**src/hw/rtl/assert_macros.svh**
```systemverilog
// Assertion macros shared by the scheduler RTL.
// Included by files that carry concurrent checks; no other dependencies.
`ifndef ASSERT_MACROS_SVH
`define ASSERT_MACROS_SVH
`ifndef SYNTHESIS
// Check that a property holds on every rising clock edge outside reset.
`define RRTS_ASSERT(lbl, clk, rst, prop, msg) \
  lbl: assert property (@(posedge clk) disable iff (rst) prop) else $error(msg);
// Check that a condition never holds outside reset.
`define RRTS_NEVER(lbl, clk, rst, cond, msg) \
  lbl: assert property (@(posedge clk) disable iff (rst) !(cond)) else $error(msg);
`else
`define RRTS_ASSERT(lbl, clk, rst, prop, msg)
`define RRTS_NEVER(lbl, clk, rst, cond, msg)
`endif
`endif

```
**src/hw/rtl/rrts_pkg.sv**
```systemverilog
// Shared constants and helpers of the round-robin time-slice scheduler.
// No dependencies; used by the task store and the top level.
package rrts_pkg;

  // Port field widths
  localparam int OPCODE_W   = 2;
  localparam int TASK_ID_W  = 5;
  localparam int PRIO_W     = 8;
  localparam int STATUS_W   = 3;
  localparam int COUNT_W    = 6;
  localparam int SLICE_O_W  = 8;
  localparam int ELAPSED_W  = 32;

  // Parameter defaults
  localparam int MAX_TASKS_DEF  = 32;
  localparam int SLICE_BITS_DEF = 8;
  localparam int MAIN_TASK_DEF  = 0;

  // Reset value of the main task priority register
  localparam logic [PRIO_W-1:0] MAIN_PRIO_RESET = 8'd31;

  // Opcodes
  localparam logic [OPCODE_W-1:0] OP_TICK   = 2'd0;
  localparam logic [OPCODE_W-1:0] OP_CREATE = 2'd1;
  localparam logic [OPCODE_W-1:0] OP_STATUS = 2'd2;
  localparam logic [OPCODE_W-1:0] OP_EXIT   = 2'd3;

  // Task status codes
  localparam logic [STATUS_W-1:0] ST_READY   = 3'd0;
  localparam logic [STATUS_W-1:0] ST_RUNNING = 3'd1;
  localparam logic [STATUS_W-1:0] ST_BLOCKED = 3'd2;
  localparam logic [STATUS_W-1:0] ST_HANGING = 3'd3;
  localparam logic [STATUS_W-1:0] ST_DIED    = 3'd4;

  // Saturate an 8-bit priority to a slice field of sb bits
  function automatic logic [31:0] sat_slice(input logic [PRIO_W-1:0] v, input int sb);
    logic [31:0] lim;
    lim = (32'd1 << sb) - 32'd1;
    if (sb >= PRIO_W) begin
      return {24'd0, v};
    end
    return ({24'd0, v} > lim) ? lim : {24'd0, v};
  endfunction

endpackage

```
**src/hw/rtl/rrts_ram.sv**
```systemverilog
// Generic single-write, single-read RAM with registered read data.
// No dependencies.
module rrts_ram #(
  parameter int W     = 8,
  parameter int DEPTH = 32,
  parameter int AW    = $clog2(DEPTH)
) (
  input  logic          clk,
  input  logic          we,
  input  logic [AW-1:0] waddr,
  input  logic [W-1:0]  wdata,
  input  logic [AW-1:0] raddr,
  output logic [W-1:0]  rdata
);

  logic [W-1:0] mem [DEPTH];

  // Write port and registered read port
  always_ff @(posedge clk) begin
    if (we) begin
      mem[waddr] <= wdata;
    end
    rdata <= mem[raddr];
  end

endmodule

```
**src/hw/rtl/rrts_task_store.sv**
```systemverilog
// Task record store: RAM plus per-entry valid bits; unwritten entries read as reset records.
// Depends on rrts_pkg and rrts_ram.
module rrts_task_store #(
  parameter int MAX_TASKS  = rrts_pkg::MAX_TASKS_DEF,
  parameter int SLICE_BITS = rrts_pkg::SLICE_BITS_DEF,
  parameter int MAIN_TASK  = rrts_pkg::MAIN_TASK_DEF,
  parameter int TW         = $clog2(MAX_TASKS),
  parameter int W          = rrts_pkg::STATUS_W + 2 * SLICE_BITS + rrts_pkg::ELAPSED_W
) (
  input  logic          clk,
  input  logic          rst,
  input  logic          we,
  input  logic [TW-1:0] waddr,
  input  logic [W-1:0]  wdata,
  input  logic [TW-1:0] raddr,
  output logic [W-1:0]  rdata
);

  logic [MAX_TASKS-1:0]  vld;
  logic                  vld_q;
  logic                  main_q;
  logic [W-1:0]          ram_rdata;
  logic [SLICE_BITS-1:0] main_slice;
  logic [W-1:0]          main_rec;
  logic [W-1:0]          dead_rec;

  rrts_ram #(.W(W), .DEPTH(MAX_TASKS), .AW(TW)) u_ram (
    .clk  (clk),
    .we   (we),
    .waddr(waddr),
    .wdata(wdata),
    .raddr(raddr),
    .rdata(ram_rdata)
  );

  // Mark written entries; register the lookup alongside the RAM read
  always_ff @(posedge clk) begin
    if (rst) begin
      vld <= '0;
    end else if (we) begin
      vld[waddr] <= 1'b1;
    end
    vld_q  <= vld[raddr];
    main_q <= (raddr == TW'(MAIN_TASK));
  end

  // Reset records: main task running with the reset priority, others dead
  assign main_slice = SLICE_BITS'(rrts_pkg::sat_slice(rrts_pkg::MAIN_PRIO_RESET, SLICE_BITS));
  assign main_rec   = {rrts_pkg::ST_RUNNING, main_slice, main_slice,
                       {rrts_pkg::ELAPSED_W{1'b0}}};
  assign dead_rec   = {rrts_pkg::ST_DIED, {(W - rrts_pkg::STATUS_W){1'b0}}};

  assign rdata = vld_q ? ram_rdata : (main_q ? main_rec : dead_rec);

endmodule

```
**src/hw/rtl/round_robin_time_slice_scheduler.sv**
```systemverilog
// Round-robin time-slice task scheduler. One command item (tick, create, set status, exit)
// gives one result item. How long an item takes depends on its path, from a tick that only
// spends slice time to an exit that unlinks, switches and requeues; it is set by the
// read-modify-write steps on the link memory (one read and one write port, registered read
// data). A configuration write reads and then rewrites the main task record. No clearing pass is needed after reset.
`include "assert_macros.svh"

module round_robin_time_slice_scheduler #(
  parameter int MAX_TASKS  = rrts_pkg::MAX_TASKS_DEF,
  parameter int SLICE_BITS = rrts_pkg::SLICE_BITS_DEF,
  parameter int MAIN_TASK  = rrts_pkg::MAIN_TASK_DEF
) (
  input  logic                           clk,
  input  logic                           rst,
  input  logic                           cfg_valid,
  output logic                           cfg_ready,
  input  logic [rrts_pkg::PRIO_W-1:0]    main_task_priority,
  input  logic                           in_valid,
  output logic                           in_ready,
  input  logic [rrts_pkg::OPCODE_W-1:0]  opcode,
  input  logic [rrts_pkg::TASK_ID_W-1:0] task_id,
  input  logic [rrts_pkg::PRIO_W-1:0]    priority_req,
  input  logic [rrts_pkg::STATUS_W-1:0]  new_status,
  input  logic                           to_front,
  input  logic                           sched_req,
  output logic                           out_valid,
  input  logic                           out_ready,
  output logic [rrts_pkg::TASK_ID_W-1:0] current_task,
  output logic [rrts_pkg::TASK_ID_W-1:0] previous_task,
  output logic                           switched,
  output logic [rrts_pkg::COUNT_W-1:0]   ready_count,
  output logic [rrts_pkg::SLICE_O_W-1:0] slice_left
);

  localparam int TW     = $clog2(MAX_TASKS);
  localparam int NW     = $clog2(MAX_TASKS + 1);
  localparam int TREC_W = rrts_pkg::STATUS_W + 2 * SLICE_BITS + rrts_pkg::ELAPSED_W;
  localparam logic [NW-1:0] NIL = NW'(MAX_TASKS);

  typedef struct packed {
    logic [rrts_pkg::STATUS_W-1:0]  status;
    logic [SLICE_BITS-1:0]          prio;
    logic [SLICE_BITS-1:0]          slice;
    logic [rrts_pkg::ELAPSED_W-1:0] elapsed;
  } trec_t;

  typedef struct packed {
    logic [NW-1:0] nxt;
    logic [NW-1:0] prv;
  } link_t;

  typedef enum logic [18:0] {
    S_IDLE   = 19'h00001,
    S_CFG_RD = 19'h00002,
    S_CFG_WR = 19'h00004,
    S_CREATE = 19'h00008,
    S_ST_RD  = 19'h00010,
    S_ST_WR  = 19'h00020,
    S_UL0    = 19'h00040,
    S_UL1    = 19'h00080,
    S_UL2    = 19'h00100,
    S_UL3    = 19'h00200,
    S_AP0    = 19'h00400,
    S_AP1    = 19'h00800,
    S_SC0    = 19'h01000,
    S_SC1    = 19'h02000,
    S_SC2    = 19'h04000,
    S_SC3    = 19'h08000,
    S_SC4    = 19'h10000,
    S_FIN0   = 19'h20000,
    S_FIN1   = 19'h40000
  } state_t;

  state_t state;
  state_t ret;

  // Queue and running-task registers
  logic [NW-1:0]        head;
  logic [NW-1:0]        tail;
  logic [NW-1:0]        count;
  logic [TW-1:0]        running;
  logic [MAX_TASKS-1:0] queued;

  // Latched item and work registers
  logic [TW-1:0]                 t_q;
  logic [rrts_pkg::PRIO_W-1:0]   prio_q;
  logic [rrts_pkg::STATUS_W-1:0] st_q;
  logic                          front_q;
  logic                          sched_q;
  logic [rrts_pkg::PRIO_W-1:0]   cfg_q;
  logic [TW-1:0]                 prev_run;
  logic [TW-1:0]                 sc_cur;
  logic [TW-1:0]                 nx;
  trec_t                         cr;
  logic [TW-1:0]                 lk_x;
  logic                          lk_push;
  logic                          lk_front;
  logic [NW-1:0]                 ulp;
  logic [NW-1:0]                 uln;

  // Memory ports
  logic              t_we;
  logic [TW-1:0]     t_waddr;
  trec_t             t_wrec;
  logic [TW-1:0]     t_raddr;
  logic [TREC_W-1:0] t_rdata;
  trec_t             trd;
  logic              l_we;
  logic [TW-1:0]     l_waddr;
  link_t             l_wrec;
  logic [TW-1:0]     l_raddr;
  logic [2*NW-1:0]   l_rdata;
  link_t             lrd;

  logic [NW-1:0]         anchor;
  logic [NW-1:0]         x_link;
  logic                  tick_run;
  logic                  in_range;
  logic                  out_load;
  logic                  q_empty;
  logic [SLICE_BITS-1:0] cfg_slice;
  logic [SLICE_BITS-1:0] req_slice;

  rrts_task_store #(
    .MAX_TASKS(MAX_TASKS), .SLICE_BITS(SLICE_BITS), .MAIN_TASK(MAIN_TASK),
    .TW(TW), .W(TREC_W)
  ) u_tasks (
    .clk  (clk),
    .rst  (rst),
    .we   (t_we),
    .waddr(t_waddr),
    .wdata(t_wrec),
    .raddr(t_raddr),
    .rdata(t_rdata)
  );

  rrts_ram #(.W(2 * NW), .DEPTH(MAX_TASKS), .AW(TW)) u_links (
    .clk  (clk),
    .we   (l_we),
    .waddr(l_waddr),
    .wdata(l_wrec),
    .raddr(l_raddr),
    .rdata(l_rdata)
  );

  assign trd       = trec_t'(t_rdata);
  assign lrd       = link_t'(l_rdata);
  assign anchor    = lk_front ? head : tail;
  assign x_link    = NW'(lk_x);
  assign tick_run  = (trd.status == rrts_pkg::ST_RUNNING) && (trd.slice != '0);
  assign in_range  = (int'(task_id) < MAX_TASKS);
  assign out_load  = (state == S_FIN1) && (!out_valid || out_ready);
  assign q_empty   = (count == '0);
  assign cfg_slice = SLICE_BITS'(rrts_pkg::sat_slice(cfg_q, SLICE_BITS));
  assign req_slice = SLICE_BITS'(rrts_pkg::sat_slice(prio_q, SLICE_BITS));
  assign cfg_ready = (state == S_IDLE);
  assign in_ready  = (state == S_IDLE) && !cfg_valid;

  // Task memory read address and write request
  always_comb begin
    t_raddr = running;
    t_we    = 1'b0;
    t_waddr = running;
    t_wrec  = trd;
    case (state)
      S_CFG_RD: begin
        t_raddr = TW'(MAIN_TASK);
      end
      S_CFG_WR: begin
        t_raddr     = TW'(MAIN_TASK);
        t_we        = 1'b1;
        t_waddr     = TW'(MAIN_TASK);
        t_wrec.prio = cfg_slice;
      end
      S_CREATE: begin
        t_we    = 1'b1;
        t_waddr = t_q;
        t_wrec  = '{status: rrts_pkg::ST_READY, prio: req_slice, slice: req_slice,
                    elapsed: '0};
      end
      S_ST_RD: begin
        t_raddr = t_q;
      end
      S_ST_WR: begin
        t_raddr       = t_q;
        t_we          = 1'b1;
        t_waddr       = t_q;
        t_wrec.status = st_q;
      end
      S_SC1: begin
        t_we           = tick_run;
        t_wrec.slice   = trd.slice - 1'b1;
        t_wrec.elapsed = trd.elapsed + 1'b1;
      end
      S_SC2: begin
        t_raddr = nx;
      end
      S_SC3: begin
        t_raddr       = nx;
        t_we          = 1'b1;
        t_waddr       = nx;
        t_wrec.status = rrts_pkg::ST_RUNNING;
        t_wrec.slice  = trd.prio;
      end
      S_SC4: begin
        t_we          = 1'b1;
        t_waddr       = sc_cur;
        t_wrec        = cr;
        t_wrec.status = rrts_pkg::ST_READY;
      end
      default: begin
        t_raddr = running;
      end
    endcase
  end

  // Link memory read address and write request
  always_comb begin
    l_raddr = lk_x;
    l_we    = 1'b0;
    l_waddr = lk_x;
    l_wrec  = '{nxt: NIL, prv: NIL};
    case (state)
      S_UL1: begin
        l_raddr = lrd.prv[TW-1:0];
      end
      S_UL2: begin
        l_raddr = uln[TW-1:0];
        l_we    = (ulp != NIL);
        l_waddr = ulp[TW-1:0];
        l_wrec  = '{nxt: uln, prv: lrd.prv};
      end
      S_UL3: begin
        l_we    = (uln != NIL);
        l_waddr = uln[TW-1:0];
        l_wrec  = '{nxt: lrd.nxt, prv: ulp};
      end
      S_AP0: begin
        l_raddr = anchor[TW-1:0];
        l_we    = 1'b1;
        l_waddr = lk_x;
        l_wrec  = lk_front ? link_t'{nxt: head, prv: NIL} : link_t'{nxt: NIL, prv: tail};
      end
      S_AP1: begin
        l_we    = (anchor != NIL);
        l_waddr = anchor[TW-1:0];
        l_wrec  = lk_front ? link_t'{nxt: lrd.nxt, prv: x_link}
                           : link_t'{nxt: x_link, prv: lrd.prv};
      end
      default: begin
        l_raddr = lk_x;
      end
    endcase
  end

  // Sequencer: configuration write, decode, unlink, append, schedule, report
  always_ff @(posedge clk) begin
    if (rst) begin
      state   <= S_IDLE;
      head    <= NIL;
      tail    <= NIL;
      count   <= '0;
      running <= TW'(MAIN_TASK);
      queued  <= '0;
    end else begin
      case (state)
        S_IDLE: begin
          if (cfg_valid) begin
            cfg_q <= main_task_priority;
            state <= S_CFG_RD;
          end else if (in_valid) begin
            t_q      <= TW'(task_id);
            prio_q   <= priority_req;
            st_q     <= (opcode == rrts_pkg::OP_EXIT) ? rrts_pkg::ST_DIED : new_status;
            front_q  <= (opcode == rrts_pkg::OP_EXIT) ? 1'b0 : to_front;
            sched_q  <= sched_req;
            prev_run <= running;
            case (opcode)
              rrts_pkg::OP_TICK: begin
                state <= S_SC0;
              end
              rrts_pkg::OP_CREATE: begin
                state <= in_range ? S_CREATE : S_FIN0;
              end
              rrts_pkg::OP_STATUS: begin
                state <= (in_range && new_status <= rrts_pkg::ST_DIED) ? S_ST_RD : S_FIN0;
              end
              default: begin
                state <= in_range ? S_ST_RD : S_FIN0;
              end
            endcase
          end
        end
        S_CFG_RD: begin
          state <= S_CFG_WR;
        end
        S_CFG_WR: begin
          state <= S_IDLE;
        end
        S_CREATE: begin
          lk_x     <= t_q;
          lk_push  <= 1'b1;
          lk_front <= 1'b0;
          ret      <= S_FIN0;
          state    <= S_UL0;
        end
        S_ST_RD: begin
          state <= S_ST_WR;
        end
        S_ST_WR: begin
          lk_x     <= t_q;
          lk_front <= front_q;
          ret      <= sched_q ? S_SC0 : S_FIN0;
          if (trd.status != rrts_pkg::ST_READY && trd.status != rrts_pkg::ST_RUNNING &&
              st_q == rrts_pkg::ST_READY) begin
            lk_push <= 1'b1;
            state   <= S_UL0;
          end else if (st_q != rrts_pkg::ST_READY) begin
            lk_push <= 1'b0;
            state   <= S_UL0;
          end else begin
            state <= sched_q ? S_SC0 : S_FIN0;
          end
        end
        // Unlink lk_x if queued
        S_UL0: begin
          if (queued[lk_x]) begin
            state <= S_UL1;
          end else begin
            state <= lk_push ? S_AP0 : ret;
          end
        end
        S_UL1: begin
          ulp <= lrd.prv;
          uln <= lrd.nxt;
          if (lrd.prv == NIL) begin
            head <= lrd.nxt;
          end
          state <= S_UL2;
        end
        S_UL2: begin
          if (uln == NIL) begin
            tail <= ulp;
          end
          state <= S_UL3;
        end
        S_UL3: begin
          queued[lk_x] <= 1'b0;
          count        <= count - 1'b1;
          state        <= lk_push ? S_AP0 : ret;
        end
        // Append lk_x at head or tail
        S_AP0: begin
          state <= S_AP1;
        end
        S_AP1: begin
          if (lk_front) begin
            head <= x_link;
            if (anchor == NIL) begin
              tail <= x_link;
            end
          end else begin
            tail <= x_link;
            if (anchor == NIL) begin
              head <= x_link;
            end
          end
          queued[lk_x] <= 1'b1;
          count        <= count + 1'b1;
          state        <= ret;
        end
        // Schedule step
        S_SC0: begin
          sc_cur <= running;
          state  <= S_SC1;
        end
        S_SC1: begin
          cr <= trd;
          if (tick_run || head == NIL) begin
            state <= S_FIN0;
          end else begin
            nx      <= head[TW-1:0];
            lk_x    <= head[TW-1:0];
            lk_push <= 1'b0;
            ret     <= S_SC2;
            state   <= S_UL0;
          end
        end
        S_SC2: begin
          state <= S_SC3;
        end
        S_SC3: begin
          if (nx == sc_cur) begin
            state <= S_FIN0;
          end else begin
            running <= nx;
            if (cr.status == rrts_pkg::ST_RUNNING || cr.status == rrts_pkg::ST_READY) begin
              state <= S_SC4;
            end else begin
              state <= S_FIN0;
            end
          end
        end
        S_SC4: begin
          lk_x     <= sc_cur;
          lk_push  <= 1'b1;
          lk_front <= 1'b0;
          ret      <= S_FIN0;
          state    <= S_UL0;
        end
        S_FIN0: begin
          state <= S_FIN1;
        end
        S_FIN1: begin
          if (out_load) begin
            state <= S_IDLE;
          end
        end
        default: begin
          state <= S_IDLE;
        end
      endcase
    end
  end

  // Output register: hold the result item until taken
  always_ff @(posedge clk) begin
    if (rst) begin
      out_valid <= 1'b0;
    end else if (out_load) begin
      out_valid <= 1'b1;
    end else if (out_ready) begin
      out_valid <= 1'b0;
    end
  end

  always_ff @(posedge clk) begin
    if (out_load) begin
      current_task  <= rrts_pkg::TASK_ID_W'(running);
      previous_task <= rrts_pkg::TASK_ID_W'(prev_run);
      switched      <= (running != prev_run);
      ready_count   <= rrts_pkg::COUNT_W'(count);
      slice_left    <= rrts_pkg::SLICE_O_W'(trd.slice);
    end
  end

  `RRTS_ASSERT(a_state_onehot, clk, rst, $onehot(state), "state register not one-hot")
  `RRTS_NEVER(a_count_range, clk, rst, count > NW'(MAX_TASKS), "queue count above task count")
  `RRTS_ASSERT(a_head_count, clk, rst, (state == S_IDLE) |-> ((head == NIL) == q_empty), "head")
  `RRTS_ASSERT(a_tail_count, clk, rst, (state == S_IDLE) |-> ((tail == NIL) == q_empty), "tail")
  `RRTS_ASSERT(a_one_item, clk, rst, (in_valid && in_ready) |=> !in_ready, "item taken while busy")

endmodule

```
**config.mk**
```make
export PLATFORM = sky130hd
export DESIGN_NAME = round_robin_time_slice_scheduler
export DESIGN_NICKNAME = d
export VERILOG_FILES = /design/src/hw/rtl/rrts_pkg.sv /design/src/hw/rtl/rrts_ram.sv /design/src/hw/rtl/rrts_task_store.sv /design/src/hw/rtl/round_robin_time_slice_scheduler.sv
export VERILOG_INCLUDE_DIRS = /design/src /design/src/hw/rtl
export SDC_FILE = /design/constraint.sdc
export NUM_CORES = 2
export LEC_CHECK = 0
export ABC_AREA = 1
export BUFFER_PORTS_ARGS = -buffer_cell sky130_fd_sc_hd__clkbuf_2
export CAP_MARGIN = 20
export CORE_MARGIN = 1
export CORE_UTILIZATION = 40
export CTS_CLUSTER_DIAMETER = 60
export DETAILED_ROUTE_END_ITERATION = 7
export GPL_ROUTABILITY_DRIVEN = 0
export PLACE_DENSITY = 0.67
export SETUP_SLACK_MARGIN = 0.02
export SYNTH_ARGS = -nofsm -noshare
export SYNTH_HDL_FRONTEND = slang
export SYNTH_SLANG_ARGS = --single-unit
```
**constraint.sdc**
```tcl
create_clock -name clk -period 8.4 [get_ports clk]
set_input_delay 0.84 -clock clk [delete_from_list [all_inputs] [get_ports clk]]
set_output_delay 0.84 -clock clk [all_outputs]
set_load 0.05 [all_outputs]
```
* Word-level counts from Yosys, hierarchy flattened *
Memory sizes are Yosys's and may differ from the RTL's. A register that Yosys moved wholly into a read port is not among the register bits.
Cells that the tools add are included.
Widths: inputs -> output; s select.

word-level totals
  register bits after elaboration = 264
  memory bits (writable) = 2016
  bits of input ports = 33
  output and inout port bits = 28
  logic and storage cells = 204
  memories = 2

memories
  memory             depth  width  rd ports  clocked after memory_dff  write ports  line            source
  u_tasks.u_ram.mem  32     51     1         1                         1            rrts_ram.sv:16  logic [W-1:0] mem [DEPTH];
  u_links.mem        32     12     1         1                         1            rrts_ram.sv:16

operators by class
  add/subtract/negate cells = 4
  magnitude comparators = 6
  eq/ne operators = 42
  mux-type cells = 62
  bitwise logic cells = 8
  reduce and logical (&&, ||, !) cells = 46

operator list
  cell                   number
  $pmux 19 s17           1
  $mux 18                7
  $mux 19                6
  $mux 51                2
  $pmux 32 s3            1
  $or 32x32->32          2
  $pmux 32 s2            1
  $pmux 5 s3             4
  $pmux 19 s3            1
  $pmux 18 s3            1
  $pmux 12 s4            1
  $mux 6                 6
  $pmux 6 s2             3
  $add 32x1->32 const B  1
  $and 32x32->32         1
  $not 32->32            1
  $pmux 8 s4             1
  $eq 6x6->1 const B     4
  $mux 12                2
  $pmux 8 s3             1
  $pmux 5 s4             1
  $eq 19x1->1 const B    1
  $eq 19x10->1 const B   1
  $eq 19x11->1 const B   1
  55 further kinds       117

* Longest topological paths before layout *
  depth in word-level cells = 8
  depth in mapped cells = 20
  depth with buffers taken out = 19

* Modules after synthesis *
From an unflattened synthesis, not the netlist that was laid out.

unflattened totals
  cell total of the unflattened synthesis = 8660
  area total of the unflattened synthesis = 95970.8 µm²

by module, submodules not included
  module                            instances  cells an instance  area each (µm²)  sequential area each (µm²)
  rrts_ram at u_tasks.u_ram         1          5605               66755.3          50028.0
  rrts_ram at u_links               1          1358               15877.7          11771.3
  round_robin_time_slice_scheduler  1          1388               11474.8          5645.4
  rrts_task_store                   1          309                1863.0           680.7

* Worst setup path before layout *
No wires, ideal clock.

  path kind = register to register
  from = register u_tasks.vld_q
  to = memory u_tasks.u_ram.mem[23][32] in the netlist's numbering (enable)
  setup time = 0.396 ns
  arrival time = 2.949 ns
  slack = 5.055 ns
  cell stages (with the launch flop) = 18
  period minus slack after synthesis = 3.345 ns
  cell sequence = dfxtp_1 -> clkbuf_1 -> clkbuf_1 -> nand2_1 -> nand2_1 -> inv_1 -> ha_1 -> nand3_1 -> nor2_1 -> nand3_1 -> nand2_1 -> nor2_1 -> nor2_1 -> inv_1 -> nand2_1 -> nor2_2 -> inv_2 -> nor2_1

on the way
  longest elaborated chain between the ends = 6
  elaborated cells on any way between the ends = 7
  those cells by class = eq/ne (1); mux (4); reduce/logical (2)

ends and longest elaborated chain
  element                       line                                     source
  start: declaration            rrts_task_store.sv:20                    logic vld_q;
  start signal: assignment      rrts_task_store.sv:43                    vld_q <= vld[raddr];
  $mux 51                       rrts_task_store.sv:53                    assign rdata = vld_q ? ram_rdata : (main_q ? main_rec : dead_rec);
  named net t_rdata[32]         round_robin_time_slice_scheduler.sv:106  logic [TREC_W-1:0] t_rdata;
  $reduce_bool 8->1             round_robin_time_slice_scheduler.sv:150  assign tick_run = (trd.status == rrts_pkg::ST_RUNNING) && (trd.slice != '0);
  $logic_and 1x1->1             round_robin_time_slice_scheduler.sv:150
  $pmux 1 s2                    round_robin_time_slice_scheduler.sv:165  case (state)
  $mux 1                        rrts_ram.sv:20                           if (we) begin
  $mux 1 (implied by the code)  rrts_ram.sv:21                           mem[waddr] <= wdata;
  end: declaration              rrts_ram.sv:16

The timed path passes the listed nets, and every way through them passes these cells.

* Worst setup path after layout *
  from = register state[2]
  to = register u_tasks.u_ram.rdata[37], read port of u_tasks.u_ram.mem

on the way
  longest elaborated chain between the ends = 3
  elaborated cells on any way between the ends = 10
  those cells by class = eq/ne (6); mux (1); reduce/logical (3)

ends and longest elaborated chain
  element                               line                                     source
  start: declaration                    round_robin_time_slice_scheduler.sv:74   state_t state;
  start signal: assignment              round_robin_time_slice_scheduler.sv:283  state <= in_range ? S_CREATE : S_FIN0;
  start signal: assignment              round_robin_time_slice_scheduler.sv:286  state <= (in_range && new_status <= rrts_pkg::ST_DIED) ? S_ST_RD : S_FIN0;
  start signal: assignment              round_robin_time_slice_scheduler.sv:289  state <= in_range ? S_ST_RD : S_FIN0;
  $eq 19x16->1 (tied with other cells)  round_robin_time_slice_scheduler.sv:165
  $reduce_or 2->1 (no line)             -
  $pmux 5 s3 (*)                        round_robin_time_slice_scheduler.sv:165
  end: declaration                      rrts_ram.sv:13                           output logic [W-1:0] rdata

Every way passes the cells marked *; elsewhere a longest branch is shown, timed or not.
A chain may end at the register's enable or synchronous reset.

==> flow_summary.toml <==
[pwr]
p_clk_share_pct = 41.9
p_int_w = 0.0105
p_seq_share_pct = 50.6
power_switching_w = 0.00338
p_leak_nw = 23.8
ir_worst_vdd_uv = 187
p_sw_share_pct = 24.4
p_per_area_nw_per_um2 = 225
combPwrFrac_pct = 7.5

[yosys]
yosysMostFrequentCell = "edfxtp_1"
synth_top_area_share_pct = 60.2
synth_edf_count = 1098
synth_nets = 5340
seq_area_frac_synth_pct = 65.3
synthTopCellsByArea = "edfxtp_1, nand3_1, nand2_1, dfxtp_1, inv_1"
netlist_area_um2 = 54800
ys_types = 60
ys_warn_count = 0
synth_area_leader_cell = "edfxtp_1"
synthArstFlopShare_pct = 0
ys_seq_elements = 1238
synth-main-ff-cell = "edfxtp_1"
synth_cells = 5301
syn_area_per_cell_um2 = 10.3
synth_common_cells = "edfxtp_1, nand2_1, nand3_1"

[die]
die_h_um = 372
rows = 135
chipWidth_um = 372
ios = 61
die_area_um2 = 138000
placeableCoreArea_um2 = 136000
start_util_pct = 40.4

[clocking]
cts-buffers-inserted = 134
cts_resized = 0
clkLatencyLatePin_ps = 780
cts.sinks = 1238
postCtsSetupBuffers = 0
root_buffer = "clkbuf_16"
cts_tree = "built"
clock_path_buffers = 3
path_clk_slew_ps = 60
cts_htree_levels = 4
holdBufCountCts = 0

[sta]
period_share_pct = 57.0
setup_slack_ps = 3620
fin_skew_ps = 44.9
rsz0062_at_grt = "no"
fmax_ghz = 0.209
slew_headroom_pct = 23.3
finalSetupViolations = 0
maxSlewViolCount = 0
finalHoldViolations = 0
setup_tns_ps = 0
min_period_ps = 4780
tightestPinTransition_ps = 1150

[routing]
wl_per_cell_um = 21.4
first_pass_iters = 8
vias = 39600
drt_first_iter_violations = 5395
ant_nets = 0
drc_errors = 1
dr.max_layer_used = "met5"
drt-met1-wl_um = 65000
met2_length_um = 69300
viasPerCell = 5.50
drt-total-wl_um = 154000
met3_length_um = 14500

[setup_path]
cp-end-kind = "flop"
worstPathArrival_ps = 5460
slowest_stage = "nand3_4"
worstPathCellList = "nor2_2, nand2_4, nor2_8, nand3_4, nand2_1, nor2_2, nand3_4, nand2_8, buf_12, clkinv_2, nand2_1, a21oi_1, nor2_1, nor2_1, nor2_1, nor2_1"
required_ps = 9070
path_common_cell = "nor2_1"
worstSetupPathType = "reg -> reg"
critPathMaxStageDelay_ps = 680
cp-start-kind = "flop"
rrSetupSlack_ps = 3620
cp_max_fo = 198

[placement]
post-dp-hpwl_um = 91500
placed_cell_area_um2 = 57200
portBuffers = 60
place_ws_ps = 3820

[grt]
grt-ovfl-total = 0
grt_pass1_wl_um = 230000
antenna_found_initial = 2
first_global_vias = 36600
grt_max_degree = 199
track_usage_pct = 22.0

[worst_hold_path]
min_path_type = "in -> reg"

[final_layout]
layout.nets = 5354
num_antenna_cells = 0
final_area_um2 = 61600
drive_gt1_share_pct = 9.39
syn_to_final_growth_pct = 12.5

[outcome]
violations = "DRC"
status = "finished, violations left"

[run]
max_cap_violations = 0
[cells by family (layout without fill, tap and decap cells)]
| kind of cell | after synthesis | count (layout) | synth area share (%) |
|---|---|---|---|
| AND/OR/NAND/NOR | 2732 | 2732 | 23.3 |
| flip-flops | 1238 | 1238 | 65.3 |
| buffers and inverters | 985 | 1103 | 7.49 |
| adder cells (fa/ha/maj) | 6 | 6 | 0.151 |
| AO/OA/AOI/OAI | 329 | 329 | 3.54 |
| XOR/XNOR | 11 | 11 | 0.176 |
[per-stage QoR]
stage | instances | utilization, % | hold slack [ps] | power, W
detailed placement | 6955 | 42.2 | 419 | 0.00815
CTS | 7195 | 45.4 | 202 | 0.0139
floorplan | 5301 | - | 408 | 0.00762
finish | 7200 | 45.4 | 251 | 0.0139
global placement | 6925 | 41.8 | 420 | 0.00812
global route | 7200 | 45.4 | 225 | 0.0142
[routing by layer]
layer | GRT usage (%) | vias to the layer above
met2 | 33.2 | 2088
met5 | 0 | -
li1 | - | 18000
met1 | 31.6 | 19100
met3 | 3.17 | 312
met4 | 9.09 | 2
[sequential cells by signal, summed over array words and instances, names as in the netlist, 6 cells and up, named ones only]
signal               count
ready_count              6
cr                      18
u_tasks.u_ram.rdata     19
tail                     6
head                     6
slice_left               8
uln                      6
u_links.rdata           12
u_tasks.vld             32
prio_q                   8
state                   19
cfg_q                    8
ulp                      6
u_links.mem            384
count                    6
u_tasks.u_ram.mem      608
[final timing paths]
path	endpoint	from	depth (start not counted)
max	u_tasks.u_ram.rdata[37]$_DFF_P_	state[2]$_SDFFE_PP0P_	16
min	t_q[3]$_DFFE_PP_	task_id[3]	1
max reg2reg	u_tasks.u_ram.rdata[37]$_DFF_P_	state[2]$_SDFFE_PP0P_	16
min reg2reg	ready_count[5]$_DFFE_PP_	count[5]$_SDFFE_PP0N_	0
[cell usage in the layout, fill, tap and decap left out, drive strengths merged, types with 6 or more instances in the layout]
cell type | Yosys | final
inv | 691 | 699
nor3 | 29 | 29
nand3b | 237 | 237
dfxtp | 140 | 140
nand3 | 979 | 979
xnor2 | 8 | 8
nor4 | 7 | 7
bufinv | 0 | 6
a21oi | 110 | 110
buf | 221 | 110
o21ai | 122 | 122
nand2 | 1078 | 1078
nand4 | 21 | 21
a211oi | 7 | 7
o22ai | 16 | 16
clkbuf | 71 | 235
a31oi | 26 | 26
o221ai | 7 | 7
clkinv | 2 | 50
a221oi | 6 | 6
edfxtp | 1098 | 1098
nor2 | 375 | 375
[cell type report]
cell class / count / area, µm²
Fill cell: 12300 / 74000
Sequential cell: 1238 / 35800
Multi-Input combinational cell: 3078 / 15200
Clock buffer: 175 / 3690
Inverter: 693 / 2610
Tap cell: 1781 / 2230
Timing Repair Buffer: 170 / 1460
Clock inverter: 65 / 641
[worst max-delay path: cells and delay by family (launching register included)]
kind                   cells  cell delay, ps
buffers and inverters      2            1080
AO/OA/AOI/OAI              1              80
flip-flops                 1             420
AND/OR/NAND/NOR           13            2720
[power by group through the flow]
stage / combinational (W) / clock (W) / sequential, W
after floorplan: 0.000491 / 0 / 0.00713
after global placement: 0.000980 / 0 / 0.00714
after detailed placement: 0.00101 / 0 / 0.00714
after CTS: 0.00101 / 0.00587 / 0.00701
after global routing: 0.00108 / 0.00609 / 0.00700
final: 0.00104 / 0.00581 / 0.00701
(Power assumes the default switching activity.)
